## src/hw/rtl/psu_pkg.sv

```systemverilog
// Shared types and constants for the PNG scanline unfilter.
// Used by psu_ctrl, psu_recon and png_scanline_unfilter.
`timescale 1ns / 1ps

package psu_pkg;

  localparam int RAW_W  = 8;
  localparam int ROWB_W = 14;
  localparam int BPP_W  = 4;
  localparam int PIX_W  = 8;

  localparam int DEF_MAX_ROW_BYTES       = 8192;
  localparam int DEF_MAX_BYTES_PER_PIXEL = 8;

  typedef enum logic [2:0] {
    FILT_NONE  = 3'd0,
    FILT_SUB   = 3'd1,
    FILT_UP    = 3'd2,
    FILT_AVG   = 3'd3,
    FILT_PAETH = 3'd4
  } filt_t;

  typedef struct packed {
    logic [RAW_W-1:0]  raw_byte;
    logic              new_pass;
    logic [ROWB_W-1:0] row_bytes;
  } psu_in_t;

  typedef struct packed {
    logic [PIX_W-1:0] pixel_byte;
    logic             row_end;
  } psu_out_t;

  // One data byte handed from row sequencing to reconstruction
  typedef struct packed {
    logic [RAW_W-1:0] raw_byte;
    filt_t            filt;
    logic             no_above;
    logic             left_ok;
    logic             row_end;
  } psu_entry_t;

endpackage

```

## src/hw/rtl/psu_recon.sv

```systemverilog
// Reconstruction stage: None/Sub/Up/Average/Paeth against left, above, above-left,
// plus the left history and the output register. Depends on psu_pkg.
`timescale 1ns / 1ps

module psu_recon #(
  parameter int MAX_ROW_BYTES       = 8192,
  parameter int MAX_BYTES_PER_PIXEL = 8
) (
  input  logic                                clk,
  input  logic                                rst_n,
  input  logic                                push,
  input  psu_pkg::psu_entry_t                 entry,
  input  logic [$clog2(MAX_ROW_BYTES)-1:0]    pos,
  input  logic [((MAX_BYTES_PER_PIXEL > 1) ?
                 $clog2(MAX_BYTES_PER_PIXEL) : 1)-1:0] bpp_idx,
  input  logic [psu_pkg::PIX_W-1:0]           above_byte,
  output logic                                s1_free,
  output logic                                mem_we,
  output logic [$clog2(MAX_ROW_BYTES)-1:0]    mem_waddr,
  output logic [psu_pkg::PIX_W-1:0]           mem_wdata,
  output logic                                out_valid,
  input  logic                                out_ready,
  output psu_pkg::psu_out_t                   out_data
);

  import psu_pkg::*;

  localparam int POS_W = $clog2(MAX_ROW_BYTES);

  logic             s1_valid_r;
  psu_entry_t       s1_r;
  logic [POS_W-1:0] s1_pos_r;
  logic             out_valid_r;
  psu_out_t         out_data_r;
  logic [PIX_W-1:0] left_r [MAX_BYTES_PER_PIXEL];
  logic [PIX_W-1:0] ul_r   [MAX_BYTES_PER_PIXEL];

  logic             out_free, adv;
  logic [PIX_W-1:0] a, b, c, pred, res;
  logic [PIX_W:0]   avg_sum;
  logic signed [PIX_W+1:0] da, db, dc, pa, pb, pc;

  assign out_free = !out_valid_r || out_ready;
  assign adv      = s1_valid_r && out_free;
  assign s1_free  = !s1_valid_r || out_free;

  always_comb begin
    b = s1_r.no_above ? '0 : above_byte;
    a = s1_r.left_ok ? left_r[bpp_idx] : '0;
    c = (s1_r.left_ok && !s1_r.no_above) ? ul_r[bpp_idx] : '0;
    avg_sum = {1'b0, a} + {1'b0, b};
    // Paeth distances: |p-a| = |b-c|, |p-b| = |a-c|, |p-c| = |a+b-2c|
    da = $signed({2'b00, b}) - $signed({2'b00, c});
    db = $signed({2'b00, a}) - $signed({2'b00, c});
    dc = da + db;
    pa = (da < 0) ? -da : da;
    pb = (db < 0) ? -db : db;
    pc = (dc < 0) ? -dc : dc;
    case (s1_r.filt)
      FILT_SUB:   pred = a;
      FILT_UP:    pred = b;
      FILT_AVG:   pred = avg_sum[PIX_W:1];
      FILT_PAETH: begin
        if (pa <= pb && pa <= pc) begin
          pred = a;
        end else if (pb <= pc) begin
          pred = b;
        end else begin
          pred = c;
        end
      end
      default:    pred = '0;
    endcase
    res = s1_r.raw_byte + pred;
  end

  assign mem_we    = adv;
  assign mem_waddr = s1_pos_r;
  assign mem_wdata = res;

  always_ff @(posedge clk) begin
    if (!rst_n) begin
      s1_valid_r <= 1'b0;
    end else if (s1_free) begin
      s1_valid_r <= push;
    end
  end

  always_ff @(posedge clk) begin
    if (s1_free && push) begin
      s1_r     <= entry;
      s1_pos_r <= pos;
    end
  end

  // history entries are only read once they hold bytes of the current row
  always_ff @(posedge clk) begin
    if (adv) begin
      for (int k = MAX_BYTES_PER_PIXEL - 1; k > 0; k--) begin
        left_r[k] <= left_r[k-1];
        ul_r[k]   <= ul_r[k-1];
      end
      left_r[0] <= res;
      ul_r[0]   <= b;
    end
  end

  always_ff @(posedge clk) begin
    if (!rst_n) begin
      out_valid_r <= 1'b0;
    end else if (adv) begin
      out_valid_r <= 1'b1;
    end else if (out_ready) begin
      out_valid_r <= 1'b0;
    end
  end

  always_ff @(posedge clk) begin
    if (adv) begin
      out_data_r.pixel_byte <= res;
      out_data_r.row_end    <= s1_r.row_end;
    end
  end

  assign out_valid = out_valid_r;
  assign out_data  = out_data_r;

  a_adv_fills_out: assert property (@(posedge clk) disable iff (!rst_n)
    adv |=> out_valid_r)
    else $error("reconstructed byte lost on the way to the output register");

  a_push_has_room: assert property (@(posedge clk) disable iff (!rst_n)
    push |-> s1_free)
    else $error("data byte pushed into an occupied stage");

endmodule

```

## config.mk

```make
export PLATFORM = sky130hd
export DESIGN_NAME = psu_recon
export DESIGN_NICKNAME = d
export VERILOG_FILES = /design/src/hw/rtl/psu_pkg.sv /design/src/hw/rtl/psu_recon.sv
export SDC_FILE = /design/constraint.sdc
export NUM_CORES = 1
export LEC_CHECK = 0
export BUFFER_PORTS_ARGS = -buffer_cell sky130_fd_sc_hd__buf_2
export CORE_MARGIN = 4
export CORE_UTILIZATION = 35
export CTS_CLUSTER_SIZE = 14
export DETAILED_ROUTE_END_ITERATION = 10
export GPL_TIMING_DRIVEN = 0
export SYNTH_ARGS = -nofsm -noshare
export SYNTH_HDL_FRONTEND = slang
export SYNTH_SLANG_ARGS = --single-unit
```

## constraint.sdc

```tcl
create_clock -name clk -period 28.5 [get_ports clk]
set_input_delay 7.125 -clock clk [delete_from_list [all_inputs] [get_ports clk]]
set_output_delay 7.125 -clock clk [all_outputs]
set_load 0.05 [all_outputs]
```

==> out/metrics.cfg, run 1 <==
[outcome]
status=finished, final reports clean

[clock_tree]
cts.clk_slew.worst_paths_ns=0.07
h-tree-depth=4
clkLatencyLatePin_ns=0.43
hold_buffers=0
cts_buffers=17
post_cts_buffers=0
post_cts_resized=0
clkSinkCount=158
clk_path_buf_depth=2
cts_root_buffer=clkbuf_16
cts_tree=done

[job]
cap_violations=0

[floorplan]
placementRows=58
initial_core_util_pct=35.55
die_area_um2=28120
die_h_um=167.7
io_pins=75
core_um2=25110
dieWidth_um=167.7

[cells_and_area]
instances_no_fill=1114
drive_gt1_share_pct=21.30
syn2layout_area_growth_pct=16.33
nFillCells=2404
diodes=0
finalNetCount=883

[sta]
finalSetupViolCount=0
max_freq_mhz=39.07
rsz0062_at_grt=no
fin_crit_sh_pct=89.80
finalMaxSlewViolations=0
worst_pin_slew_ns=0.8809
hold_viol_final=0
slew_headroom_pct=41.27
finalCriticalPeriod_ns=25.59
fin_worst_skew_ns=0.01335
tns_ns=0
whs_ns=0.4258

[global_routing]
grt_max_degree=34
gr-total-overflow=0
antenna_found_initial=0
track_usage_pct=13.58
grt_pass1_vias=5790
grt_pass1_wl_mm=30.38

[placed_design]
placedCellCount=1082
routabilityCongestion=0.7986
dpl.hpwl_mm=14.11
port_buffers=71

[routing]
avgViaCountPerCell=4.998
drt_wl_total_mm=18.66
drt-initial-drc-count=298
drc=0
via_count=5568
drt_pass1_iterations=4
routedWlPerCell_um=16.75
ant_nets=0

[synthesis]
syn_avg_cell_area_um2=13.22
synth_warnings=0
syn-cell-area_um2=8926
ys.flop_type=edfxtp_1
seq_area_frac_synth_pct=52.93
synth_top_area_share_pct=52.48
synth_area_leader_cell=edfxtp_1
synth_enable_flop_cells=156
syn_inst=675
yosysUniqueCellTypes=61
synth-seq-cells=158
async_flop_share_pct=0
synth.top_cells.by_area=edfxtp_1 52%, ha_1 9.4%, mux4_2 7.8%

[worst_setup_path]
crit_path_start_kind=primary input
cp_max_fo=10
end_kind=output port
slowest_stage=buf_1
required_ns=21.38
crit_type=primary input to output port
crit-reg2reg-launch=s1_r[1]
ff2ff_path_depth=43
crit_top_cell=o21a_1
r2r_slack_ns=18.66
crit-reg2reg-capture=left_r[0][7]
critPathCapture=mem_wdata[7]
cp-startpoint=bpp_idx[0]
max_stage_delay_ns=0.73
arrival_ns=18.47

[min_path]
worstHoldPathCells=0
hold_class=register to register

[power]
powerDensity_nw_per_um2=82.08
irDropWorstVdd_v=0.00003882
p_leak_nw=3.930

-- critical path: cells and delay by family --
| family | cells | cell delay [ns] |
|---|---|---|
| multiplexers | 4 | 0.90 |
| AND/OR/NAND/NOR | 6 | 1.26 |
| buffers and inverters | 9 | 3.06 |
| XOR/XNOR | 3 | 0.70 |
| adder cells (fa/ha/maj) | 7 | 2.21 |
| AO/OA/AOI/OAI | 19 | 3.18 |
-- logic make-up after synthesis --
group / share of synthesized area (%)
multiplexers: 10.39
AND/OR/NAND/NOR: 7.906
flip-flops: 52.93
adder cells (fa/ha/maj): 10.77
AO/OA/AOI/OAI: 9.602
buffers and inverters: 2.944
XOR/XNOR: 5.383
other: 0.08414
-- cell usage in the layout, fill, tap and decap left out, drive strengths merged, types with 6 or more instances in the layout --
master	n
nand2	35
a21oi	27
nor2	31
mux4	31
a21o	6
o211ai	6
xor2	8
nand2b	11
nor2b	29
nand3	8
mux2	12
inv	53
maj3	6
buf	81
mux2i	9
xnor2	46
o21a	18
ha	67
o21ai	23
o21bai	11
clkbuf	31
edfxtp	156
a22oi	7
-- power breakdown --
part	switching, mW	leakage, nW	internal [mW]
registers	0.00535	1.49	0.270
clock network	0.0975	0.280	0.131
logic	0.201	2.16	0.148
total	0.303	3.93	0.549
-- cell type report --
class / count / area [um2] / area share, %
plain buffers: 19 / 82.58 / 0.7953
repair buffers: 75 / 442.9 / 4.266
clock inverters: 14 / 156.4 / 1.506
clock buffers: 18 / 429.2 / 4.133
flip-flops and latches: 158 / 4725 / 45.50
well taps: 330 / 412.9 / 3.976
multi-input cells: 452 / 3955 / 38.09
inverters: 48 / 180.2 / 1.735
-- per-layer routing --
layer	wire (um)	part of all wire, %	track usage, %
met3	834	4.5	3.517
met2	8441	45	21.52
met1	9154	49	18.86
met4	228	1.2	3.176
met5	0	0	0
-- sequential cells by signal, indices dropped and copies added (netlist names) --
name	cells
out_valid	1
out_data	1
s1_r	14
left_r	64
ul_r	64
s1_valid_r	1
mem_waddr	13
-- cell usage after synthesis (all sizes together), types with 9 or more instances --
| cell type | count |
|---|---|
| clkbuf | 13 |
| mux4 | 31 |
| nor2 | 31 |
| nand2b | 11 |
| o21ai | 23 |
| xnor2 | 46 |
| inv | 47 |
| mux2i | 9 |
| nor2b | 29 |
| ha | 67 |
| o21bai | 11 |
| mux2 | 12 |
| o21a | 18 |
| nand2 | 35 |
| edfxtp | 156 |
| a21oi | 27 |
-- through the flow --
| step | util (%) | setup WS (ns) | cell area [um2] | total power [mW] |
|---|---|---|---|---|
| 2_1_floorplan | - | 4.404 | 8934 | 0.5543 |
| 3_3_place_gp | 38.64 | 2.891 | 9702 | 0.6268 |
| 3_5_place_dp | 39.02 | 2.779 | 9797 | 0.6278 |
| 4_1_cts | 41.35 | 2.701 | 10380 | 0.8599 |
| 5_1_grt | 41.35 | 1.777 | 10380 | 0.9189 |
| 6_report | 41.35 | 2.908 | 10380 | 0.8523 |
-- worst min-delay path by stage --
stage,start,to,slack [ns]
after floorplan,s1_r[0],out_data[0],0.40
after global placement,s1_r[0],out_data[0],0.40
after detailed placement,s1_r[0],out_data[0],0.42
after CTS,s1_r[0],out_data[0],0.43
after global routing,s1_r[0],out_data[0],0.45
final,s1_r[0],out_data[0],0.43
(Power assumes the default switching activity.)
==> run 2: changes to the inputs <==
- CELL_PAD_IN_SITES_DETAIL_PLACEMENT: not set -> 2
- CELL_PAD_IN_SITES_GLOBAL_PLACEMENT: not set -> 2
- PLACE_DENSITY_LB_ADDON: not set -> 0.1
==> run 2 against run 1 <==
  * Critical path depth grew 1
  * Largest cell class unchanged
  * Critical path type unchanged
  * Fmax shrank 1.6%
  * Non-clock buffer count down 1
  * Worst setup slack got worse by 0.42 ns
  * Die area did not move
  * Via count up 5.3%
  * Largest power group unchanged
  * Sequential cell count stayed put
  * Hold slack better by 0.012 ns
==> out/metrics.cfg, run 2 (same netlist as run 1, synthesis figures left out) <==
[outcome]
status=finished, final reports clean  ; unchanged

[min_path]
hold_class=register to register  ; unchanged
worstHoldPathCells=0  ; unchanged
min-delay-start=ul_r[6][7]  ; was s1_r[0]
min_to=ul_r[7][7]  ; was out_data[0]

[sta]
fin_worst_skew_ns=0.01354  ; was 0.01335 ns
slew_headroom_pct=19.60  ; was 41.27%
worst_pin_slew_ns=1.206  ; was 0.8809 ns
hold_viol_final=0  ; unchanged
tns_ns=0  ; unchanged
rsz0062_at_grt=no  ; unchanged
finalMaxSlewViolations=0  ; unchanged
max_freq_mhz=38.44  ; was 39.07 MHz
setup_ws_ns=2.486  ; was 2.908 ns
fin_crit_sh_pct=91.28  ; was 89.80%
finalSetupViolCount=0  ; unchanged
finalCriticalPeriod_ns=26.01  ; was 25.59 ns

[clock_tree]
clkLatencyLatePin_ns=0.44  ; was 0.43 ns
cts_root_buffer=clkbuf_16  ; unchanged
cts.clk_slew.worst_paths_ns=0.08  ; was 0.07 ns
clkSinkCount=158  ; unchanged
post_cts_resized=0  ; unchanged
hold_buffers=0  ; unchanged
post_cts_buffers=0  ; unchanged
cts_buffers=17  ; unchanged
clk_path_buf_depth=2  ; unchanged
cts_tree=done  ; unchanged
h-tree-depth=4  ; unchanged

[global_routing]
grt_max_degree=40  ; was 34
gr-total-overflow=0  ; unchanged
grt_pass1_vias=6734  ; was 5790
antenna_found_initial=1  ; was 0
track_usage_pct=16.93  ; was 13.58%
grt_pass1_wl_mm=37.49  ; was 30.38 mm

[worst_setup_path]
crit_path_start_kind=primary input  ; unchanged
max_stage_delay_ns=0.74  ; was 0.73 ns
r2r_slack_ns=18.15  ; was 18.66 ns
crit_type=primary input to output port  ; unchanged
end_kind=output port  ; unchanged
crit-reg2reg-launch=s1_r[1]  ; unchanged
slowest_stage=buf_1  ; unchanged
crit_top_cell=o21a_1  ; unchanged
crit-reg2reg-capture=left_r[0][7]  ; unchanged
arrival_ns=18.89  ; was 18.47 ns
required_ns=21.38  ; about the same
ff2ff_path_depth=43  ; unchanged
cp_max_fo=10  ; unchanged

[power]
p_comb_share_pct=41.6  ; was 40.9%
p_leak_nw=3.931  ; was 3.930 nW
powerDensity_nw_per_um2=84.50  ; was 82.08 nW/um2
p_int_mw=0.5398  ; was 0.5489 mW
swShare_pct=38.44  ; was 35.60%
power.share.sequential_pct=31.5  ; was 32.3%
irDropWorstVdd_v=0.00004411  ; was 0.00003882 V
p_clk_share_pct=26.9  ; was 26.8%
p_sw_mw=0.3371  ; was 0.3034 mW

[routing]
drc=0  ; unchanged
via_count=5863  ; was 5568
avgViaCountPerCell=5.268  ; was 4.998
drt_wl_total_mm=23.49  ; was 18.66 mm
drt_pass1_iterations=6  ; was 4
routedWlPerCell_um=21.11  ; was 16.75 um
drt-initial-drc-count=304  ; was 298
ant_nets=0  ; unchanged

[placed_design]
post-place-ws_ns=2.150  ; was 2.779 ns
dpl.hpwl_mm=17.67  ; was 14.11 mm
routabilityCongestion=0.7671  ; was 0.7986
port_buffers=71  ; unchanged

[cells_and_area]
final_common_cell=edfxtp_1  ; unchanged
finalNetCount=882  ; was 883
seqCellArea_um2=4725  ; unchanged
multi_input_area_um2=3954  ; was 3955 um2
reg_top3=left_r: 64 flops, ul_r: 64 flops, s1_r: 14 flops  ; unchanged
drive_gt1_share_pct=21.20  ; was 21.30%
diodes=0  ; unchanged
syn2layout_area_growth_pct=16.26  ; was 16.33%
final_cell_mix=156 x edfxtp_1, 74 x buf_2, 67 x ha_1  ; unchanged
nFillCells=2569  ; was 2404

[floorplan]
initial_core_util_pct=35.55  ; unchanged
dieWidth_um=167.7  ; unchanged
die_h_um=167.7  ; unchanged
core_um2=25110  ; unchanged
die_area_um2=28120  ; unchanged
placementRows=58  ; unchanged
io_pins=75  ; unchanged

[job]
cap_violations=0  ; unchanged

==> run 2: changes by cell type in the layout (fill, tap and decap cells not counted), sizes merged <==
| cell | change |
|---|---|
| buf | -1 |
| inv | +3 |
| clkinv | +2 |
| clkbuf | -1 |
| bufinv | -2 |
| clkinvlp | -2 |
==> run 2: worst max-delay path by stage <==
stage,start,endpoint,slack [ns],cells after the start
final,bpp_idx[0],mem_wdata[7],2.49,49
after CTS,bpp_idx[0],mem_wdata[7],2.16,48
after global routing,bpp_idx[0],mem_wdata[7],1.36,48
after global placement,bpp_idx[0],mem_wdata[7],2.49,48
after floorplan,bpp_idx[0],mem_wdata[7],4.40,47
after detailed placement,bpp_idx[0],mem_wdata[7],2.15,48
==> run 2: worst max-delay path: cells and delay by family <==
family,cells,cell delay [ns]
mux,4,1.65
buf+inv,9,3.14
compound gates,20,3.51
simple gates,6,0.95
xor+xnor,3,0.71
fa+ha+maj,7,1.76
==> run 2: layout make-up <==
type | instances | share of cell area [%]
Tap cell | 330 | 3.979
Sequential cell | 158 | 45.53
Clock inverter | 15 | 1.760
Clock buffer | 17 | 4.099
Timing Repair Buffer | 74 | 4.003
Multi-Input combinational cell | 452 | 38.10
Inverter | 48 | 1.736
Buffer | 19 | 0.7958
==> run 2: power groups by stage <==
| stage | combinational, mW | sequential (mW) | clock, mW |
|---|---|---|---|
| detailed placement | 0.372 | 0.281 | 0 |
| CTS | 0.374 | 0.276 | 0.241 |
| global placement | 0.359 | 0.282 | 0 |
| finish | 0.365 | 0.276 | 0.236 |
| global route | 0.408 | 0.277 | 0.252 |
| floorplan | 0.266 | 0.289 | 0 |
==> run 2: metrics by stage <==
| step | power [mW] | utilization (%) | std cells | instance area (um2) | hold slack, ns |
|---|---|---|---|---|---|
| 2_1_floorplan | 0.5543 | - | 677 | 8934 | 0.4003 |
| 3_3_place_gp | 0.6416 | 38.64 | 1078 | 9702 | 0.4031 |
| 3_5_place_dp | 0.6526 | 38.91 | 1081 | 9769 | 0.4253 |
| 4_1_cts | 0.8914 | 41.33 | 1113 | 10380 | 0.4415 |
| 5_1_grt | 0.9376 | 41.33 | 1113 | 10380 | 0.4509 |
| 6_report | 0.8769 | 41.33 | 1113 | 10380 | 0.4373 |
==> run 2: metal layers <==
metal | routed length, um | vias up | GRT usage [%] | part of all wire (%)
met5 | 0 | - | 0 | 0
met1 | 10620 | 3022 | 22.35 | 45
met2 | 12060 | 100 | 29.70 | 51
met4 | 154 | 0 | 3.070 | 0.66
met3 | 657 | 11 | 2.927 | 2.8
li1 | - | 2730 | - | -
