File: config.mk
export PLATFORM = sky130hd
export DESIGN_NAME = psu_ctrl
export DESIGN_NICKNAME = d
export VERILOG_FILES = /design/src/hw/rtl/psu_pkg.sv /design/src/hw/rtl/psu_ctrl.sv
export SDC_FILE = /design/constraint.sdc
export NUM_CORES = 1
export LEC_CHECK = 0
export BUFFER_PORTS_ARGS = -buffer_cell sky130_fd_sc_hd__buf_2
export CORE_UTILIZATION = 30
export DETAILED_ROUTE_END_ITERATION = 10
export SLEW_MARGIN = 40
export SYNTH_ARGS = -nofsm -noshare
export SYNTH_HDL_FRONTEND = slang
export SYNTH_SLANG_ARGS = --single-unit
File: constraint.sdc
create_clock -name clk -period 7.9 [get_ports clk]
set_input_delay 1.58 -clock clk [delete_from_list [all_inputs] [get_ports clk]]
set_output_delay 1.58 -clock clk [all_outputs]
set_load 0.1 [all_outputs]
File: src/hw/rtl/psu_pkg.sv
// Shared types and constants for the PNG scanline unfilter.
// Used by psu_ctrl, psu_recon and png_scanline_unfilter.
`timescale 1ns / 1ps

package psu_pkg;

  localparam int RAW_W  = 8;
  localparam int ROWB_W = 14;
  localparam int BPP_W  = 4;
  localparam int PIX_W  = 8;

  localparam int DEF_MAX_ROW_BYTES       = 8192;
  localparam int DEF_MAX_BYTES_PER_PIXEL = 8;

  typedef enum logic [2:0] {
    FILT_NONE  = 3'd0,
    FILT_SUB   = 3'd1,
    FILT_UP    = 3'd2,
    FILT_AVG   = 3'd3,
    FILT_PAETH = 3'd4
  } filt_t;

  typedef struct packed {
    logic [RAW_W-1:0]  raw_byte;
    logic              new_pass;
    logic [ROWB_W-1:0] row_bytes;
  } psu_in_t;

  typedef struct packed {
    logic [PIX_W-1:0] pixel_byte;
    logic             row_end;
  } psu_out_t;

  // One data byte handed from row sequencing to reconstruction
  typedef struct packed {
    logic [RAW_W-1:0] raw_byte;
    filt_t            filt;
    logic             no_above;
    logic             left_ok;
    logic             row_end;
  } psu_entry_t;

endpackage

File: src/hw/rtl/psu_ctrl.sv
// Row sequencing: filter byte decode, byte position, row length, pixel stride.
// Depends on psu_pkg.
`timescale 1ns / 1ps

module psu_ctrl #(
  parameter int MAX_ROW_BYTES       = 8192,
  parameter int MAX_BYTES_PER_PIXEL = 8
) (
  input  logic                                clk,
  input  logic                                rst_n,
  input  logic                                in_valid,
  input  psu_pkg::psu_in_t                    in_data,
  output logic                                in_ready,
  input  logic                                cfg_we,
  input  logic [psu_pkg::BPP_W-1:0]           cfg_wdata,
  input  logic                                s1_free,
  output logic                                push,
  output psu_pkg::psu_entry_t                 entry,
  output logic [$clog2(MAX_ROW_BYTES)-1:0]    pos,
  output logic [((MAX_BYTES_PER_PIXEL > 1) ?
                 $clog2(MAX_BYTES_PER_PIXEL) : 1)-1:0] bpp_idx
);

  import psu_pkg::*;

  localparam int POS_W = $clog2(MAX_ROW_BYTES);
  localparam int IDX_W = (MAX_BYTES_PER_PIXEL > 1) ? $clog2(MAX_BYTES_PER_PIXEL) : 1;

  logic              await_r, await_nxt;
  logic [POS_W-1:0]  pos_r, pos_nxt;
  logic [POS_W-1:0]  last_r, last_nxt;
  filt_t             filt_r, filt_nxt;
  logic              noabove_r, noabove_nxt;
  logic [BPP_W-1:0]  bpp_r, bpp_nxt;
  logic              acc;
  logic [31:0]       len;

  assign in_ready = s1_free;
  assign acc      = in_valid && in_ready;
  assign push     = acc && !await_r;
  assign pos      = pos_r;
  assign bpp_idx  = IDX_W'(bpp_r - BPP_W'(1));

  always_comb begin
    entry.raw_byte = in_data.raw_byte;
    entry.filt     = filt_r;
    entry.no_above = noabove_r;
    entry.left_ok  = 32'(pos_r) >= 32'(bpp_r);
    entry.row_end  = (pos_r == last_r);
  end

  // stride saturates into 1..MAX_BYTES_PER_PIXEL
  always_comb begin
    bpp_nxt = bpp_r;
    if (cfg_we) begin
      if (cfg_wdata == '0) begin
        bpp_nxt = BPP_W'(1);
      end else if (32'(cfg_wdata) > MAX_BYTES_PER_PIXEL) begin
        bpp_nxt = BPP_W'(MAX_BYTES_PER_PIXEL);
      end else begin
        bpp_nxt = cfg_wdata;
      end
    end
  end

  always_comb begin
    await_nxt   = await_r;
    pos_nxt     = pos_r;
    last_nxt    = last_r;
    filt_nxt    = filt_r;
    noabove_nxt = noabove_r;
    len         = 32'(in_data.row_bytes);
    if (len == 32'd0) begin
      len = 32'd1;
    end else if (len > MAX_ROW_BYTES) begin
      len = 32'(MAX_ROW_BYTES);
    end
    if (acc) begin
      if (await_r) begin
        await_nxt   = 1'b0;
        pos_nxt     = '0;
        last_nxt    = POS_W'(len - 32'd1);
        noabove_nxt = in_data.new_pass;
        if (in_data.raw_byte <= RAW_W'(FILT_PAETH)) begin
          filt_nxt = filt_t'(in_data.raw_byte[2:0]);
        end else begin
          filt_nxt = FILT_NONE;  // unknown types pass data through
        end
      end else if (pos_r == last_r) begin
        await_nxt = 1'b1;
        pos_nxt   = '0;
      end else begin
        pos_nxt = pos_r + POS_W'(1);
      end
    end
  end

  always_ff @(posedge clk) begin
    if (!rst_n) begin
      await_r   <= 1'b1;
      pos_r     <= '0;
      last_r    <= '0;
      filt_r    <= FILT_NONE;
      noabove_r <= 1'b1;
      bpp_r     <= BPP_W'(1);
    end else begin
      await_r   <= await_nxt;
      pos_r     <= pos_nxt;
      last_r    <= last_nxt;
      filt_r    <= filt_nxt;
      noabove_r <= noabove_nxt;
      bpp_r     <= bpp_nxt;
    end
  end

  a_pos_in_row: assert property (@(posedge clk) disable iff (!rst_n)
    !await_r |-> pos_r <= last_r)
    else $error("byte position past end of row");

  a_row_end_await: assert property (@(posedge clk) disable iff (!rst_n)
    (push && entry.row_end) |=> await_r)
    else $error("row end did not return to filter byte");

  a_filter_start: assert property (@(posedge clk) disable iff (!rst_n)
    (acc && await_r) |=> (!await_r && pos_r == '0))
    else $error("filter byte did not start a row at position zero");

endmodule

==> results summary, run 1 <==
The average size of a mapped cell came out at 7.853 um^2. Data arrives at the worst endpoint at 2.51 ns. The net count of the mapped netlist is 314. The post-detailed-routing wire length came out at 5524 um. The number of hold buffers added after CTS came out at 0. The count of distinct cell types in the synthesized netlist is 43.

In this run the static leakage power is 0.001132 uW. Derived from the worst setup path, the maximum achievable clock frequency is 244.8 MHz. The number of I/O port buffers is 63. In this run the critical register-to-register path is captured at pos[12].

The share of total power in the clock network came out at 0.288. Setup violations remaining at the end of the flow were counted as 0. The remaining routing DRC violations is 0. The number of setup buffers added after CTS is 0.

Across the VDD grid, the largest voltage drop is 0.06826 mV. The number of stages on the worst setup path came out at 4. The initial utilization of the core area, before any placement, comes to 0.3144. The final setup skew came out at 0.002702 ns.

The fraction of power spent switching nets is 0.3581. Of the cells placed in the final design, the portion with a size suffix greater than 1 is 0.2188. Summing over every cut layer, the via total after detailed routing is 2,115. At the end of routability-driven placement, the weighted congestion stood at 0.8403.

Measured along the x axis, the die boundary spans 86.85 um. The via count of the first global-routing pass is 1,949. The remaining max-slew budget at the tightest pin is 0.4714. Of the available clock period, the critical path in the final layout requires 0.5171. The clock buffer count from CTS is 5.

The total area of multi-input combinational cells came out at 0.001281 mm^2. The Yosys warning count came out at 0. The mapped netlist covers 0.002160 mm^2. The clock tree synthesis step divided the H-tree into 2 levels.

Yosys mapped a number of flops with a built-in enable equal to 0. The detail-routed via count per cell is 5.084. The fill cell instance count of the final layout is 755. For the worst flop-to-flop path, the logic depth is 5.

The number of antenna violations at the first check in global routing is 0. The total power draw is 418.7 uW. The worst register-to-register path begins at pos[1]. The cell type contributing the most total cell area after synthesis is sky130_fd_sc_hd__dfxtp_1. The final antenna-violating net count came out at 0. After synthesis, the cell types taking the most area are sky130_fd_sc_hd__dfxtp_1 (32%), sky130_fd_sc_hd__xor2_1 (6.5%), sky130_fd_sc_hd__nand2_1 (5.0%), sky130_fd_sc_hd__ha_1 (4.1%), sky130_fd_sc_hd__buf_4 (3.5%). STA classifies the critical path startpoint as an input port. The library cells used most frequently in the layout, excluding fill and tap cells, are sky130_fd_sc_hd__buf_2 (63), sky130_fd_sc_hd__dfxtp_1 (35), sky130_fd_sc_hd__nand2_1 (29). The path class of the tightest hold or removal check is reg2reg.

The most used flip-flop cell after synthesis is sky130_fd_sc_hd__dfxtp_1. The endpoint required time on the critical path came out at 6.32 ns. Entering global routing, the biggest net connects 28 pins. The share of total power in combinational logic is 0.263. In this design, the critical path's most frequently occurring cell is sky130_fd_sc_hd__buf_2. The number of stages on the worst hold path came out at 2.

The largest fanout of any net on the critical path is 6. The transition time at the pin with the least slew margin is 0.7869 ns. The aggregate global-route resource usage came out at 0.1521. The final antenna diode count came out at 0. The count of standard-cell rows is 30. The count of max-cap constraint violations came out at 0. The number of max-slew violations in the final report is 0. The clock latency at the later pin of the worst-skew pair came out at 0.29 ns. The count of state elements after synthesis is 35. The standard cell core area is 0.006869 mm^2. The sequential cell area fraction in the yosys report came out at 0.3244. The critical path is of the in2out type. The count of buffer and inverter cells on the critical path is 2.

Of the post-synthesis cell area, the dominant cell type holds 0.3244. The CTS clock-pin slew for the worst setup and hold paths is 0.07 ns. The cell count after synthesis is 275. The post-synthesis async set-or-reset flop share came out at 0.

The full die area is 0.007542 mm^2. The sequential cell area is 700.7 um^2. The first global-routing pass estimated 8983 um of wire. The run finished with clean final reports. The buffer levels on the longest clock path came out at 2. The internal reg-to-reg setup slack is 5.65 ns. The post-layout instance area came out at 0.002539 mm^2. The number of instances resized during post-cts repair came out at 0. After legalization and detailed placement, the total HPWL measured 4172 um. The sequential share of power is 0.449. The instance area after placement came out at 0.002466 mm^2.

TritonCTS built the clock tree. Compared with the post-synthesis result, the final layout area differs by 17.55%. The post-route minimum period is 4.085 ns. The average wire per standard cell is 13.28 um. The largest single stage delay on the critical path is 0.47 ns. The utilization after layout is 0.3696. The net count of the finished layout is 360.

For this run the aggregate overflow at the end of global routing stands at 0. The cell type group with the largest total delay on the critical path is buffers and inverters. The commonest non-fill, non-tap cell in the layout is sky130_fd_sc_hd__buf_2. Following the worst setup path forward leads to its endpoint at push. For this design the top-level I/O count stands at 64. The iteration count of the initial detailed-routing pass came out at 4.

The total power divided by cell area came out at 164.9 mW/mm^2. Setup repair after global routing left no endpoint under its margin. The setup TNS after final layout is 0 ns.

The type of element capturing the critical path is an output pin. CTS saw 35 sinks. The final-report hold violation count is 0. The largest individual stage delay along the critical path comes from the cell sky130_fd_sc_hd__buf_2.

The clock root buffer master is sky130_fd_sc_hd__clkbuf_8. The internal power contribution came out at 268.8 uW. Tracing the worst setup path back leads to its startpoint at s1_free. The DRC marker count from the first detailed-route iteration is 116. The tightest hold path in the finished design has a slack of 0.4743 ns.

Summed over all nets, the switching power comes to 149.9 uW. The signal on the critical path passes through buf_2 -> nand2_1 -> nor2_1 -> buf_2. The overall die height came out at 86.85 um.
## tightest hold or removal path: stages (launching register included)
cell and delay (ns):
sky130_fd_sc_hd__dfxtp_1 0.31, sky130_fd_sc_hd__nand2_1 0.05, sky130_fd_sc_hd__nand3_1 0.06
## layer usage
metal  part of all wire  routed length (um)  vias to the layer above  GRT usage
li1                   -                   -                     1067          -
met1               0.50                2739                      970     0.2036
met2               0.44                2414                       68     0.2434
met3              0.051                 280                       10    0.03048
met4              0.016                  90                        0    0.05152
met5                  0                   0                        -          0
## cells in the mapped netlist, types with 4 or more instances
| cell type | n |
|---|---|
| sky130_fd_sc_hd__mux2i_1 | 5 |
| sky130_fd_sc_hd__nor4_1 | 4 |
| sky130_fd_sc_hd__nand3_1 | 13 |
| sky130_fd_sc_hd__nand4_1 | 7 |
| sky130_fd_sc_hd__and3_1 | 5 |
| sky130_fd_sc_hd__xor2_1 | 16 |
| sky130_fd_sc_hd__clkbuf_1 | 13 |
| sky130_fd_sc_hd__buf_4 | 10 |
| sky130_fd_sc_hd__nor3_1 | 9 |
| sky130_fd_sc_hd__a31oi_1 | 5 |
| sky130_fd_sc_hd__and2_1 | 5 |
| sky130_fd_sc_hd__nor2b_1 | 9 |
| sky130_fd_sc_hd__ha_1 | 7 |
| sky130_fd_sc_hd__a22oi_1 | 4 |
| sky130_fd_sc_hd__xnor2_1 | 4 |
| sky130_fd_sc_hd__dfxtp_1 | 35 |
| sky130_fd_sc_hd__inv_1 | 13 |
| sky130_fd_sc_hd__o311ai_0 | 4 |
| sky130_fd_sc_hd__nand2_1 | 29 |
| sky130_fd_sc_hd__nor2_1 | 16 |
| sky130_fd_sc_hd__a21oi_1 | 12 |
| sky130_fd_sc_hd__o21ai_0 | 15 |
| sky130_fd_sc_hd__nand2b_1 | 4 |
## stage by stage
stage / worst slack (ns) / instances
after detailed placement: 3.679 / 410
after CTS: 3.798 / 416
after floorplan: 3.296 / 275
final: 3.815 / 416
after global routing: 3.712 / 416
after global placement: 3.739 / 410
## registers in the layout, summed over array words and instances (netlist names)
name       count
noabove_r      1
last_r        13
await_r        1
filt_r         3
pos           13
bpp_r          4
## cells by family after synthesis
group                      share of synthesized area
adders and majority gates                    0.04055
buffers and inverters                        0.08227
DFF                                           0.3244
AOI/OAI and AO/OA                             0.1895
and+or+nand+nor                               0.2590
muxes                                        0.02318
xor gates and xnor gates                     0.08111
## worst min path at each step
stage,from,slack [ns],end
after floorplan,noabove_r,0.44,noabove_r
after global placement,noabove_r,0.46,noabove_r
after detailed placement,noabove_r,0.46,noabove_r
after CTS,noabove_r,0.48,noabove_r
after global routing,noabove_r,0.52,noabove_r
final,noabove_r,0.47,noabove_r
## power groups by stage
| stage | Combinational [uW] | Clock (uW) | Sequential, uW |
|---|---|---|---|
| 6_report | 110 | 121 | 188 |
| 3_5_place_dp | 111 | 0 | 192 |
| 2_1_floorplan | 87.6 | 0 | 192 |
| 5_1_grt | 119 | 130 | 189 |
| 4_1_cts | 111 | 126 | 188 |
| 3_3_place_gp | 110 | 0 | 192 |
## final cells by class
class,count,area share
flip-flops and latches,35,0.2760
repair buffers,63,0.1242
clock buffers,6,0.02859
well taps,96,0.04731
inverters,13,0.01922
multi-input cells,203,0.5047
Note: power is estimated with default switching activity, not from simulation.
==> inputs of run 2 (changes only) <==
--- a/config.mk
+++ b/config.mk
@@ -5,6 +5,7 @@
 export SDC_FILE = /design/constraint.sdc
 export NUM_CORES = 1
 export LEC_CHECK = 0
+export ABC_AREA = 1
 export BUFFER_PORTS_ARGS = -buffer_cell sky130_fd_sc_hd__buf_2
 export CORE_UTILIZATION = 30
 export DETAILED_ROUTE_END_ITERATION = 10
==> constraint.sdc (replaced) <==
create_clock -name clk -period 3.45 [get_ports clk]
set_input_delay 0.69 -clock clk [delete_from_list [all_inputs] [get_ports clk]]
set_output_delay 0.69 -clock clk [all_outputs]
set_load 0.1 [all_outputs]
==> run 2 against run 1 <==
Cell count grew 25%. Global-route usage is 0.55 points lower. Highest routed layer unchanged. First-iteration DRC count up 16%. Register-to-register slack lost 4.0 ns. Flip-flop and latch count unchanged. Largest cell class unchanged. Clock power is 150% higher. Synthesized cell count is 31% higher. Critical endpoint is now entry[0]. Non-clock buffer count rose by 4. Die area up 9.8%. Via count rose by 16%.
==> results summary, run 2 <==
The min-delay analysis places its worst path in the category reg2reg. Leaving out fill and tap cells, the most frequent cell in the layout is sky130_fd_sc_hd__nand2_1. The sequential cell area fraction in the yosys report is 0.2949 (-0.02956). The number of I/O port buffers came to 63 (unchanged). The post-detailed-routing wire length is 5717 um (+3.5%). The via count of the first global-routing pass came out at 2,334 (+20%). The maximum VDD drop is 0.1878 mV (+180%).

The I/O pin count came out at 64 (unchanged). The remaining max-slew budget at the tightest pin is 0.6399 (+0.1685). The number of nets in the final layout is 455 (+26%). The maximum operating frequency is 379.5 MHz. The number of setup buffers added after CTS is 0 (unchanged). The area growth from synthesis to layout is 18.48%. The worst setup path is of the reg2out kind. The maximum number of pins on one net before global-route repair came out at 27 (-3.6%). The final-report hold violation count was 0 (unchanged). The final worst hold slack came to 0.4602 ns (-0.01407 ns). The post-synthesis async set-or-reset flop share is 0 (unchanged). The iteration count of the initial detailed-routing pass came out at 4 (unchanged). The cell type contributing the most total cell area after synthesis is sky130_fd_sc_hd__dfxtp_1. The number of setup violations in the final report is 0 (unchanged).

The endpoint required time on the critical path came out at 2.76 ns (-3.56 ns). The transition time at the pin with the least slew margin was 0.5332 ns (-0.2537 ns). After synthesis, the cell types taking the most area are sky130_fd_sc_hd__dfxtp_1 (29%), sky130_fd_sc_hd__nand2_1 (13%), sky130_fd_sc_hd__inv_1 (7.3%), sky130_fd_sc_hd__a21oi_1 (6.1%), sky130_fd_sc_hd__nand3_1 (4.8%). The DRC marker count from the first detailed-route iteration came out at 135 (+16%).

The share of cells above drive strength 1 came out at 0.2428 (+0.02404). The commonest cells after synthesis are sky130_fd_sc_hd__nand2_1 (82), sky130_fd_sc_hd__inv_1 (46), sky130_fd_sc_hd__dfxtp_1 (35). The count of state elements after synthesis is 35 (unchanged).

STA classifies the critical path endpoint as an output pin. The setup TNS after final layout came out at 0 ns (unchanged). The count of max-cap constraint violations is 0 (unchanged). The fill cell instance count of the final layout came out at 848 (+12%). The buffer levels on the longest clock path was 2 (unchanged). The count of distinct cell types in the synthesized netlist is 36 (-16%). The number of enable flip-flop cells after synthesis is 0 (unchanged).

The worst setup path is launched from a register. The first-pass GRT wire length was 10,070 um (+12%). The cell count after synthesis was 361 (+31%).

The effective utilization at floorplan was 0.3091 (-0.005308). The post-layout instance area came out at 0.002815 mm^2 (+11%). The number of max-slew violations in the final report is 0 (unchanged).

The full die area is 0.008280 mm^2 (+9.8%). The average size of a mapped cell came out at 6.582 um^2 (-16%). The number of hold buffers added after CTS came out at 0 (unchanged). The overall die height is 91.00 um (+4.8%).

Among all cell types in the netlist, the one instantiated most often is sky130_fd_sc_hd__nand2_1. The aggregate global-route resource usage is 0.1466 (-0.005469). The Yosys warning count is 0 (unchanged). The total global routing overflow is 0 (unchanged). The post-route minimum period is 2.635 ns.

The run finished with clean final reports. The number of antenna violations at the first check in global routing is 0 (unchanged). The remaining routing DRC violations came out at 0 (unchanged). The post-synthesis instance area is 0.002376 mm^2 (+10%). The number of instances resized during post-cts repair is 0 (unchanged). The total power divided by cell area was 369.4 mW/mm^2 (+120%). In the layout the commonest cells are sky130_fd_sc_hd__nand2_1 (82), sky130_fd_sc_hd__buf_2 (63), sky130_fd_sc_hd__inv_1 (46). The HPWL after detailed placement came out at 4426 um (+6.1%). The endpoint arrival time on the critical path came to 1.95 ns (-0.56 ns). The leakage power of the design came to 0.001334 uW (+18%).

The clock tree from TritonCTS is yes. The final setup skew is 0.01028 ns (+0.007575 ns). The CTS clock-pin slew for the worst setup and hold paths came out at 0.08 ns (about the same). The area share of the largest cell type after synthesis came out at 0.2949 (-0.02956). The floorplan die width is 91.00 um (+4.8%).

The most used flip-flop cell after synthesis is sky130_fd_sc_hd__dfxtp_1. Setup repair after global routing left no endpoint under its margin. The net count of the mapped netlist came to 400 (+27%). The count of standard-cell rows came to 32 (+6.7%). The clock latency at the later pin of the worst-skew pair came out at 0.28 ns (about the same). The instance area after placement is 0.002728 mm^2 (+11%). In the finished design, the share of the clock period the worst path needs comes to 0.7638. In this run the clock root is driven by a sky130_fd_sc_hd__clkbuf_8.

The level count of the clock H-tree is 2 (unchanged). The detail-routed via count per cell was 4.722 (-7.1%). The last weighted congestion value of the routability-driven placer came out at 0.8058 (-4.1%).

The standard cell core area is 0.007687 mm^2 (+12%). The total power draw was 1040 uW (+150%). The number of vias after detailed routing is 2,446 (+16%). The clock buffer count from CTS is 5 (unchanged). The final antenna diode count was 0 (unchanged). The average wire per standard cell is 11.04 um (-17%).

The utilization after layout came out at 0.3662 (-0.003370). The largest fanout of any net on the critical path came to 13 (+7). The final antenna-violating net count is 0 (unchanged). The number of sinks driven by the clock tree is 35 (unchanged).
-- run 2: critical path, cell delays in order, from the launching register on --
cell                      delay [ns]
sky130_fd_sc_hd__dfxtp_1        0.40
sky130_fd_sc_hd__inv_1          0.15
sky130_fd_sc_hd__nand2_1        0.08
sky130_fd_sc_hd__nand4_1        0.09
sky130_fd_sc_hd__nor3_1         0.18
sky130_fd_sc_hd__nand3_1        0.09
sky130_fd_sc_hd__buf_4          0.19
sky130_fd_sc_hd__inv_2          0.06
sky130_fd_sc_hd__buf_2          0.41
-- run 2: cells by family (layout without fill, tap and decap cells) --
family	after synthesis	after routing	synth area share
compound gates	68	68	0.1632
xor+xnor	12	12	0.04424
fa+ha+maj	7	7	0.03686
buf+inv	73	128	0.1364
flops	35	35	0.2949
simple gates	166	166	0.3244
-- run 2: final cells by class --
cell class / count / area [um^2] / share of cell area
sequential: 35 / 700.7 / 0.2489
clock inverter: 1 / 5.005 / 0.001778
tap: 102 / 127.6 / 0.04533
clock buffer: 6 / 82.58 / 0.02933
timing repair buffer: 67 / 345.3 / 0.1227
inverter: 54 / 202.7 / 0.07200
multi-input combinational: 253 / 1351 / 0.4800
-- run 2: report_power, final --
part	switching (uW)	leakage [uW]	total, uW	internal, uW
Clock	143	0.0000470	300	157
Combinational	232	0.00100	307	75.4
Sequential	10.7	0.000286	433	422
Total	386	0.00133	1040	654
-- run 2: final timing paths --
path                  start        end  slack [ns]  cells past startpoint
setup / recovery     pos[9]   entry[0]        0.81                      8
hold reg to reg   noabove_r  noabove_r        0.46                      2
hold / removal    noabove_r  noabove_r        0.46                      2
setup reg to reg     pos[1]    pos[12]        1.66                     10
-- run 2: per-stage QoR --
stage,std cells,setup WS (ns)
final,518,0.8149
after global placement,511,1.133
after global routing,518,0.6292
after CTS,518,0.7995
after detailed placement,511,1.120
after floorplan,361,0.1257
-- run 2: routing by layer --
layer,part of all wire,up-vias,track usage
li1,-,1274,-
met1,0.46,1113,0.1717
met2,0.49,57,0.2683
met3,0.048,2,0.03685
met4,0.0031,0,0.03042
met5,0,-,0
==> inputs of run 3 (changes only) <==
==> constraint.sdc (replaced) <==
create_clock -name clk -period 2.3 [get_ports clk]
set_input_delay 0.46 -clock clk [delete_from_list [all_inputs] [get_ports clk]]
set_output_delay 0.46 -clock clk [all_outputs]
set_load 0.1 [all_outputs]
==> run 3 against run 2 <==
Combinational power up 62%. Count of clock-buffer cells in the layout up 1. First-iteration DRC count down 37%. Hold slack worse by 0.084 ns. Critical path type unchanged. Highest routed layer unchanged.
==> results summary, run 3 (synthesis gave the netlist of run 2 again) <==
The flow ran to the end, and the final reports show no timing, DRC or antenna violations. Leaving out fill and tap cells, the most frequent cell in the layout is sky130_fd_sc_hd__nand2_1. The number of sinks driven by the clock tree came to 35 (unchanged). The placed cell count came out at 516 (+0.98%). The full die area was 0.008280 mm^2 (unchanged). The number of nets in the final layout is 460 (+1.1%). The number of hold buffers added after CTS came out at 0 (unchanged). The post-route minimum period is 2.131 ns.

The worst-case reg-to-reg path depth was 10 (unchanged). The level count of the clock H-tree came out at 2 (unchanged). The DRC marker count from the first detailed-route iteration came out at 85 (-37%). The final instance count without filler cells came out at 524 (+1.2%). The period utilization came out at 0.9263. The effective utilization at floorplan is 0.3091 (unchanged). The leakage power of the design came out at 0.001382 uW (+3.6%). The aggregate global-route resource usage came out at 0.1509 (+0.004250). The largest fanout of any net on the critical path came out at 5 (-8).

The share of cells above drive strength 1 came to 0.2938 (+0.05105). The clock latency at the later pin of the worst-skew pair came out at 0.29 ns (about the same). The number of I/O port buffers came out at 63 (unchanged). The total power draw came out at 1691 uW (+63%).

The endpoint required time on the critical path is 1.84 ns (-0.92 ns). The clock buffer count from CTS is 5 (unchanged). In the layout the commonest cells are sky130_fd_sc_hd__nand2_1 (82), sky130_fd_sc_hd__buf_2 (60), sky130_fd_sc_hd__inv_1 (44). The worst setup path is launched from a register. The remaining max-slew budget at the tightest pin came out at 0.5696 (-0.07029).

The total power divided by cell area is 566.8 mW/mm^2 (+53%). The count of max-cap constraint violations is 0 (unchanged). The fill cell instance count of the final layout came to 829 (-2.2%). The standard cell core area is 0.007687 mm^2 (unchanged).

The final antenna diode count is 0 (unchanged). The instance area after placement is 0.002870 mm^2 (+5.2%). The number of vias after detailed routing came out at 2,424 (-0.90%). The number of max-slew violations in the final report was 0 (unchanged).

The via count of the first global-routing pass came out at 2,175 (-6.8%). The detail-routed via count per cell came to 4.626 (-2.0%). In this run the worst hold path is classified as in2reg.

The iteration count of the initial detailed-routing pass is 6 (+2). The worst setup path is of the reg2out kind. The worst hold path begins at in_data[14]. The post-detailed-routing wire length is 5905 um (+3.3%). The buffer levels on the longest clock path came out at 2 (unchanged).

The path with the worst hold slack has its endpoint at noabove_r. The endpoint arrival time on the critical path came out at 1.67 ns (-0.28 ns). The transition time at the pin with the least slew margin is 0.6372 ns (+0.1041 ns). TritonCTS built the clock tree. The critical register-to-register path startpoint is pos[1]. Setup repair after global routing left no endpoint under its margin. The I/O pin count is 64 (unchanged). The internal reg-to-reg setup slack came out at 0.66 ns (-1.00 ns). The floorplan die width came out at 91.00 um (unchanged). The post-synthesis to final-layout area growth came out at 25.54%. The overall die height came out at 91.00 um (unchanged). The final antenna-violating net count is 0 (unchanged). The final setup skew was 0.005774 ns (-0.004503 ns). The CTS clock-pin slew for the worst setup and hold paths is 0.07 ns (about the same). The maximum number of pins on one net before global-route repair came out at 19 (-30%).

The post-layout instance area was 0.002983 mm^2 (+6.0%). The maximum VDD drop came to 0.3348 mV (+78%). The endpoint identified for the worst register-to-register timing path is pos[12]. The type of element capturing the critical path is an output pin. The first-pass GRT wire length is 10,070 um (unchanged). The HPWL after detailed placement came out at 4652 um (+5.1%). The maximum operating frequency came out at 469.4 MHz. The last weighted congestion value of the routability-driven placer came out at 0.8218 (+2.0%). The count of standard-cell rows came out at 32 (unchanged). The number of antenna violations at the first check in global routing came out at 0 (unchanged). The average wire per standard cell was 11.27 um (+2.1%).

The final-report hold violation count was 0 (unchanged). The total global routing overflow is 0 (unchanged). The number of stages on the worst hold path came out at 3 (+1). The clock root buffer master is sky130_fd_sc_hd__clkbuf_8. The remaining routing DRC violations came to 0 (unchanged). The number of setup violations in the final report is 0 (unchanged).
-- run 3: changes by cell type in the layout (fill, tap and decap cells not counted), sizes merged --
| cell | delta |
|---|---|
| buf | +5 |
| inv | -2 |
| clkbuf | +1 |
| clkinvlp | +2 |
-- run 3: final cells by class --
| class | count | area (um^2) | share of cell area |
|---|---|---|---|
| clock buffer | 7 | 107.6 | 0.03607 |
| multi-input combinational | 253 | 1383 | 0.4635 |
| tap | 102 | 127.6 | 0.04279 |
| inverter | 54 | 210.2 | 0.07047 |
| clock inverter | 1 | 5.005 | 0.001678 |
| timing repair buffer | 72 | 427.9 | 0.1435 |
| sequential | 35 | 721.9 | 0.2420 |
-- run 3: timing repair --
action | 4_1_cts | 5_1_grt
buffers inserted | 0 | 0
setup endpoints to repair | 0 | 1
gates resized for setup | 0 | 1
hold endpoints to repair | 0 | 0
-- run 3: critical path: stages (launching register included) --
cell	delay, ns
sky130_fd_sc_hd__dfxtp_4	0.38
sky130_fd_sc_hd__inv_1	0.06
sky130_fd_sc_hd__ha_1	0.29
sky130_fd_sc_hd__nor2_1	0.09
sky130_fd_sc_hd__o21ai_0	0.08
sky130_fd_sc_hd__o21ai_1	0.20
sky130_fd_sc_hd__nand3_4	0.10
sky130_fd_sc_hd__buf_12	0.18
-- run 3: worst max path at each step --
stage,endpoint,start,slack [ns]
2_1_floorplan,bpp_idx[2],bpp_r[0],-0.000009
3_3_place_gp,entry[1],pos[0],0.42
3_5_place_dp,entry[1],pos[0],0.39
4_1_cts,entry[1],pos[0],0.06
5_1_grt,entry[1],pos[0],0.03
6_report,entry[1],pos[0],0.17
-- run 3: per-layer routing --
layer / GRT usage / part of all wire / up-vias
met4: 0.03571 / 0.0086 / 0
met3: 0.04355 / 0.046 / 7
met2: 0.2525 / 0.47 / 50
met5: 0 / 0 / -
li1: - / - / 1285
met1: 0.1906 / 0.47 / 1082
-- run 3: metrics by stage --
step / hold slack, ns / setup WS, ns / TNS [ns] / utilization
finish: 0.3766 / 0.1694 / 0 / 0.3880
CTS: 0.3721 / 0.05755 / 0 / 0.3880
global route: 0.3653 / 0.02893 / 0 / 0.3880
global placement: 0.4537 / 0.4247 / 0 / 0.3734
detailed placement: 0.4525 / 0.3873 / 0 / 0.3734
floorplan: 0.4301 / -0.000008771 / -0.000008771 / -
-- run 3: where the power goes --
| group | internal, uW | switching [uW] | total [uW] | leakage [uW] |
|---|---|---|---|---|
| combinational | 142 | 356 | 498 | 0.00103 |
| sequential | 631 | 17.9 | 649 | 0.000293 |
| clock | 307 | 237 | 544 | 0.0000594 |
